`src/sv/name_hash_collision_pair_search_core_macros.svh`:
```
// assertion macros for the pair search core
`ifndef NAME_HASH_COLLISION_PAIR_SEARCH_CORE_MACROS_SVH
`define NAME_HASH_COLLISION_PAIR_SEARCH_CORE_MACROS_SVH
`ifndef ASSERT_OFF
`define NHCPS_ASSERT_IMP(label, clk, rst, ante, cons) \
   label: assert property (@(posedge clk) disable iff (rst) (ante) |-> (cons)) \
      else $error("assertion failed");
`define NHCPS_ASSERT_NXT(label, clk, rst, ante, cons) \
   label: assert property (@(posedge clk) disable iff (rst) (ante) |=> (cons)) \
      else $error("assertion failed");
`else
`define NHCPS_ASSERT_IMP(label, clk, rst, ante, cons)
`define NHCPS_ASSERT_NXT(label, clk, rst, ante, cons)
`endif
`endif

```
`src/sv/nhcps_pkg.sv`:
```
// shared types, constants and functions of the pair search core
`timescale 1ns / 1ps
package nhcps_pkg;
   localparam int ENTRIES    = 4096;
   localparam int NAME_BYTES = 6;
   localparam int IDX_W      = $clog2(ENTRIES);
   localparam int CNT_W      = IDX_W + 1;
   localparam int SUM_W      = CNT_W + 1;
   localparam int FIFO_DEPTH = 4;
   localparam int FPTR_W     = $clog2(FIFO_DEPTH);

   localparam logic [1:0] OP_CLEAR = 2'd0;
   localparam logic [1:0] OP_LOAD  = 2'd1;
   localparam logic [1:0] OP_FETCH = 2'd2;
   localparam logic [1:0] OP_NONE  = 2'd3;

   typedef enum logic [2:0] {
      ST_CLEARED = 3'd0,
      ST_LOADED  = 3'd1,
      ST_PAIR    = 3'd2,
      ST_NO_MORE = 3'd3,
      ST_FULL    = 3'd4
   } status_type;

   typedef enum logic [1:0] {CMD_CLEAR, CMD_LOAD, CMD_FETCH, CMD_NONE} cmd_type;

   typedef struct packed {
      logic [1:0]  opcode;
      logic [47:0] name_bytes;
   } req_type;

   typedef struct packed {
      logic [2:0]  status;
      logic [47:0] first_name;
      logic [47:0] second_name;
      logic [31:0] pair_hash;
   } rsp_type;

   typedef struct packed {
      cmd_type     cmd;
      logic [47:0] name;
   } cmd_entry_type;

   typedef enum logic [4:0] {
      S_IDLE, S_HASH, S_SORT_INIT, S_RUN_SET, S_M_RD, S_M_HRD, S_M_CMP,
      S_F_TOP, S_F_PH, S_F_KEY, S_B_LOOP, S_B_H, S_B_CMP,
      S_F_MCHK, S_F_MH, S_F_MCMP, S_RESP
   } engine_state_type;

   // 11 to the power of the name length, mod 2^32
   function automatic logic [31:0] partner_mul_calc();
      logic [31:0] t;
      t = 32'd1;
      for (int k = 0; k < NAME_BYTES; k++) t = t * 32'd11;
      return t;
   endfunction

   localparam logic [31:0] PARTNER_MUL = partner_mul_calc();

   function automatic logic [31:0] hash_step(input logic [31:0] h, input logic [7:0] c);
      logic [31:0] s;
      s = h + {20'd0, c, 4'd0} + {28'd0, c[7:4]};
      return s * 32'd11;
   endfunction

   function automatic logic [7:0] name_byte(input logic [47:0] name, input logic [2:0] k);
      logic [47:0] sh;
      sh = name >> (6'd40 - {k, 3'b000});
      return sh[7:0];
   endfunction
endpackage

```
`src/sv/nhcps_cmd_fifo.sv`:
```
// front end: classifies incoming transactions and queues them for the engine
`timescale 1ns / 1ps
module nhcps_cmd_fifo (
   input  logic                      clock,
   input  logic                      reset,
   input  logic                      push,
   output logic                      full,
   input  nhcps_pkg::req_type        req,
   output logic                      cmd_valid,
   output nhcps_pkg::cmd_entry_type  cmd,
   input  logic                      cmd_pop
);
   import nhcps_pkg::*;

   cmd_entry_type          mem_ff [FIFO_DEPTH];
   logic [FPTR_W-1:0]      wr_ptr_ff, rd_ptr_ff;
   logic [FPTR_W:0]        count_ff, count_in;
   cmd_entry_type          entry;
   logic                   do_push, do_pop;

   always_comb begin
      entry.name = req.name_bytes;
      unique case (req.opcode)
         OP_CLEAR: entry.cmd = CMD_CLEAR;
         OP_LOAD:  entry.cmd = CMD_LOAD;
         OP_FETCH: entry.cmd = CMD_FETCH;
         default:  entry.cmd = CMD_NONE;
      endcase
   end

   assign full      = (count_ff == (FPTR_W+1)'(FIFO_DEPTH));
   assign cmd_valid = (count_ff != '0);
   assign cmd       = mem_ff[rd_ptr_ff];
   assign do_push   = push && !full;
   assign do_pop    = cmd_pop && cmd_valid;

   always_comb begin
      count_in = count_ff;
      if (do_push && !do_pop) count_in = count_ff + 1'b1;
      else if (!do_push && do_pop) count_in = count_ff - 1'b1;
   end

   always_ff @(posedge clock) begin
      if (reset) begin
         wr_ptr_ff <= '0;
         rd_ptr_ff <= '0;
         count_ff  <= '0;
      end else begin
         count_ff <= count_in;
         if (do_push) wr_ptr_ff <= wr_ptr_ff + 1'b1;
         if (do_pop) rd_ptr_ff <= rd_ptr_ff + 1'b1;
      end
   end

   always_ff @(posedge clock) begin
      if (do_push) mem_ff[wr_ptr_ff] <= entry;
   end
endmodule

```
`config.mk`:
```
export PLATFORM = sky130hd
export DESIGN_NAME = nhcps_cmd_fifo
export DESIGN_NICKNAME = d
export VERILOG_FILES = /design/src/sv/name_hash_collision_pair_search_core_macros.svh /design/src/sv/nhcps_pkg.sv /design/src/sv/nhcps_cmd_fifo.sv
export SDC_FILE = /design/constraint.sdc
export NUM_CORES = 1
export LEC_CHECK = 0
export BUFFER_PORTS_ARGS = -buffer_cell sky130_fd_sc_hd__buf_4
export CELL_PAD_IN_SITES_DETAIL_PLACEMENT = 0
export CELL_PAD_IN_SITES_GLOBAL_PLACEMENT = 2
export CORE_ASPECT_RATIO = 0.75
export CORE_MARGIN = 10
export CORE_UTILIZATION = 30
export DETAILED_ROUTE_END_ITERATION = 8
export HOLD_SLACK_MARGIN = 0.03
export PLACE_DENSITY = 0.63
export SLEW_MARGIN = 0
export SYNTH_ARGS = -nofsm -noshare
export SYNTH_HDL_FRONTEND = slang
export SYNTH_SLANG_ARGS = --single-unit
export TNS_END_PERCENT = 10
```
`constraint.sdc`:
```
create_clock -name clock -period 6.4 [get_ports clock]
set_input_delay 0.32 -clock clock [delete_from_list [all_inputs] [get_ports clock]]
set_output_delay 0.32 -clock clock [all_outputs]
set_load 0.1 [all_outputs]
```
### After elaboration in Yosys (flattened, before gate mapping)

Memories as Yosys holds them, arrays and structs flattened. A register that Yosys moved wholly into a read port is not among the register bits.
Cells that the tools add are included.

* memories kept: 1
* output and inout bits: 52
* logic and storage cells: 28
* input bits: 54
* RAM bits: 200
* bits in registers: 7

Memories
* mem_ff: words 4, width 50, rd ports 1, clocked after Yosys merged registers in 1, write ports 1, line nhcps_cmd_fifo.sv:15 `cmd_entry_type mem_ff [FIFO_DEPTH];`

* muxes and demuxes: 7
* equality and inequality tests: 3
* reductions and logical operators: 10
* add/subtract/negate cells: 4

Operator list (count)
* $mux 3: 2
* $pmux 2 s3: 1
* $add 2x1->2 const B: 2
* $logic_and 1x1->1: 4
* $mux 2: 2
* $add 3x1->3 const B: 1
* $eq 3x3->1 const B: 1
* $logic_not 1->1: 3
* $reduce_bool 3->1: 1
* $sub 3x1->3 const B: 1
* $eq 2x1->1 const B: 1
* $eq 2x2->1 const B: 1
* $logic_not 2->1: 1
* $mux 1: 2
* $reduce_bool 2->1: 1

### Logic depth before layout (Yosys ltp)

* word-level depth: 7
* gate-level depth with buffers: 8
* depth with buffers taken out: 8

### Worst setup path before layout

OpenSTA, ideal clock, no wires.

* kind: register to register
* from: reg count_ff[2]
* to: mem mem_ff[0][0] in the netlist's numbering (enable)
* data arrival time: 2.597 ns
* clock period less this slack: 3.082 ns
* data required time: 5.914 ns
* setup slack: 3.318 ns
* stages on the path, launching flop included: 4
* library setup time: 0.486 ns
* buffers on the path: 0
* path through: dfxtp_1 nor3b_2 nor2_2 and2_1

* cells in the longest elaborated chain, start to end: 5

Ends and longest elaborated chain
* start: declaration: line nhcps_cmd_fifo.sv:17 `logic [FPTR_W:0] count_ff, count_in;`
* start signal: assignment: line nhcps_cmd_fifo.sv:49 `count_ff <= count_in;`
* $eq 3x3->1: line nhcps_cmd_fifo.sv:31 `assign full = (count_ff == (FPTR_W+1)'(FIFO_DEPTH));`
* via full: line nhcps_cmd_fifo.sv:7 `output logic full,`
* $logic_not 1->1: line nhcps_cmd_fifo.sv:34 `assign do_push = push && !full;`
* $logic_and 1x1->1: line nhcps_cmd_fifo.sv:34
* via do_push: line nhcps_cmd_fifo.sv:19 `logic do_push, do_pop;`
* $mux 1: line nhcps_cmd_fifo.sv:56 `if (do_push) mem_ff[wr_ptr_ff] <= entry;`
* $mux 1 (implied by the code): line nhcps_cmd_fifo.sv:56
* end: declaration: line nhcps_cmd_fifo.sv:15

The timed path passes the listed nets, and every way through them passes these cells.

==> flow_metrics.py <==
metrics = {
    "critical_path": {
        "crit_required_ns": 6.08,
        "reg2reg_depth": 4,
        "critPathLaunchType": "register",
        "critPathMaxStageDelay_ns": 1.07,
        "slowest_stage": "dfxtp_4",
        "path_cells": "mux4_2, buf_4",
        "path_depth": 2,
        "critPathMaxFanout": 50,
        "arrival_ns": 2.53,
        "critPathTopFamily": "flip-flops",
        "worstSetupEndpointType": "output port",
        "cp_num_buf_inv": 1,
        "critPathKind": "reg2out",
    },
    "power_and_ir_drop": {
        "intPower_uw": 2930,
        "peakVddDrop_mv": 0.252,
        "switching_share_pct": 41.2,
        "cellLeakagePower_uw": 0.00341,
        "powerDensity_nw_per_um2": 493,
        "p_clk_share_pct": 25.7,
        "combPwrFrac_pct": 38.7,
        "switching_power_uw": 2050,
        "pwr-share-seq_pct": 35.6,
        "design_power_total_uw": 4980,
    },
    "timing": {
        "post-route-period-util_pct": 44.5,
        "hold_viol": 0,
        "skew_ns": 0.0122,
        "min_period_ns": 2.85,
        "fmax_mhz": 351,
        "tightest_slew_ns": 1.10,
        "relSlewSlack_pct": 26.9,
        "tns_ns": 0,
        "drv_slew": 0,
        "report.final.setup_viol": 0,
        "rsz0062_at_grt": "false",
    },
    "placed_design": {
        "portBuffers": 105,
        "dp_hpwl_mm": 9.81,
        "gp_congestion": 0.644,
        "dpl_cell_area_um2": 8860,
    },
    "drt": {
        "first_pass_iters": 4,
        "drtIter0Drc": 185,
        "met2WireLength_mm": 8.02,
        "wire_per_inst_um": 19.6,
        "met1_length_mm": 7.05,
        "wirelength_mm": 16.3,
        "via_per_inst": 4.37,
        "topRoutingLayerUsed": "met4",
        "remaining_drc_errors": 0,
        "detail-route-antenna-nets": 0,
        "vias": 3646,
        "wl_met3_um": 934,
    },
    "die": {
        "io-pin-count": 106,
        "rows": 50,
        "core_area_um2": 25200,
        "start_util_pct": 30.7,
        "die_h_um": 159,
        "die_x_um": 206,
        "dieArea_um2": 32700,
    },
    "worst_hold_path": {
        "hold_depth": 2,
        "hold_class": "in2reg",
    },
    "logic_synthesis": {
        "avgSynthCellArea_um2": 24.8,
        "ys_types": 23,
        "netlist_instances": 312,
        "synth_seq_cells": 209,
        "synth_nets": 372,
        "synth_flop_cell": "edfxtp_1",
        "ys_warn_count": 0,
        "async_flop_share_pct": 0,
        "synth_top_area_cell": "edfxtp_1",
        "netlist.area_leader.share_pct": 77.5,
        "netlist_area_um2": 7750,
        "synth.area.top_cells": "edfxtp_1 (77%), mux4_2 (15%), dfxtp_1 (2.3%)",
        "synth_seq_area_share_pct": 79.8,
        "synth-edff-count": 200,
    },
    "layout": {
        "drive_gt1_share_pct": 40.7,
        "final_cell_area_um2": 10100,
        "syn2layout_area_growth_pct": 30.3,
        "fin_nets": 541,
    },
    "clock_network": {
        "path_clk_slew_ns": 0.06,
        "htree_levels": 1,
        "cts-root-buf": "clkbuf_16",
        "cts_sinks": 209,
        "insertion_delay_ns": 0.50,
        "clock_path_buffers": 3,
        "cts.repair.resized": 0,
        "numCtsBuffers": 22,
        "tritoncts": "yes",
        "hold_buffers": 50,
        "cts_setup_buffers": 0,
    },
    "global_routing": {
        "grt_pass1_wl_mm": 25.1,
        "grt_max_degree": 51,
        "globalRoute.totalOverflow": 0,
        "grt_pass1_vias": 4181,
        "antenna_found_initial": 1,
        "grt_usage_pct": 9.91,
    },
    "outcome": {
        "status": "completed",
    },
    "flow_run": {
        "max_cap_violations": 0,
    },
}
## synthesized netlist by cell type, drive strengths merged (2+ instances only)
| cell type | number |
|---|---|
| and2 | 4 |
| nand2b | 2 |
| buf | 12 |
| or3 | 3 |
| ha | 5 |
| o21ai | 2 |
| clkbuf | 3 |
| nor2 | 6 |
| xor2 | 4 |
| mux4 | 50 |
| a21oi | 2 |
| mux2i | 2 |
| inv | 4 |
| edfxtp | 200 |
| dfxtp | 9 |
## metal layers
metal	track usage (%)	up-vias
li1	-	1649
met1	12.6	1874
met2	16.5	101
met3	2.66	22
met4	2.30	0
met5	0	-
## cell families after synthesis
group / Yosys count / synth area share [%]
flops: 209 / 79.8
mux: 52 / 14.8
buf+inv: 19 / 2.15
simple gates: 16 / 1.21
compound gates: 6 / 0.533
fa+ha+maj: 6 / 1.07
xor+xnor: 4 / 0.452
## worst reg2reg max path: stages (launching register included)
cell	delay, ns
dfxtp_1	0.48
nor3b_2	0.11
nor2_2	0.21
and2_2	0.61
buf_4	0.54
## final timing paths
| path | startpoint | to | slack [ns] |
|---|---|---|---|
| worst min-delay path | reset | wr_ptr_ff[0]$_SDFFE_PP0P_ | 0.06 |
| worst min register to register | rd_ptr_ff[1]$_SDFFE_PP0P_ | rd_ptr_ff[1]$_SDFFE_PP0P_ | 0.53 |
| worst max-delay path | register | cmd[21] | 3.55 |
| worst max register to register | count_ff[0]$_SDFFE_PP0P_ | mem_ff[1][6]$_DFFE_PP_ | 4.08 |
## flip-flops by register name, indices dropped and copies added, names as in the netlist, named ones only
name and count:
count_ff 3, mem_ff 200, rd_ptr_ff 2, wr_ptr_ff 2
## layout make-up
| type | instances | area (um2) |
|---|---|---|
| diodes | 1 | 2.50 |
| clock buffers | 31 | 646 |
| multi-input cells | 84 | 1400 |
| fillers | 2244 | 15100 |
| inverters | 4 | 15.0 |
| flip-flops and latches | 209 | 6190 |
| repair buffers | 160 | 1330 |
| well taps | 338 | 423 |
| clock inverters | 8 | 92.6 |
## cell usage in the layout, fill, tap and decap left out, types with 3 or more instances in the layout
cell           count
nor2_1             5
or3_1              3
inv_1              4
dfxtp_1            7
xor2_1             4
clkbuf_8           4
and2_2             4
edfxtp_1         200
clkbuf_1           4
dlygate4sd3_1     50
mux4_2            50
buf_4            110
clkbuf_16         23
ha_1               5
## power groups by stage
stage          Clock [uW]  Sequential, uW  Combinational [uW]
2_1_floorplan           0            1710                1670
3_3_place_gp            0            1810                1920
3_5_place_dp            0            1820                1930
4_1_cts              1330            1790                1960
5_1_grt              1380            1810                2000
6_report             1280            1770                1930
## stage by stage
step / utilization [%] / hold WS, ns / cells / setup WS, ns
after global placement: 35.1 / 0.496 / 745 / 3.98
after detailed placement: 35.1 / 0.511 / 745 / 3.98
final: 40.1 / 0.0606 / 835 / 3.55
after floorplan: - / 0.419 / 312 / 3.32
after CTS: 40.0 / 0.0397 / 834 / 3.41
after global routing: 40.1 / 0.0462 / 835 / 3.33
Power figures use the tool's default switching activity.
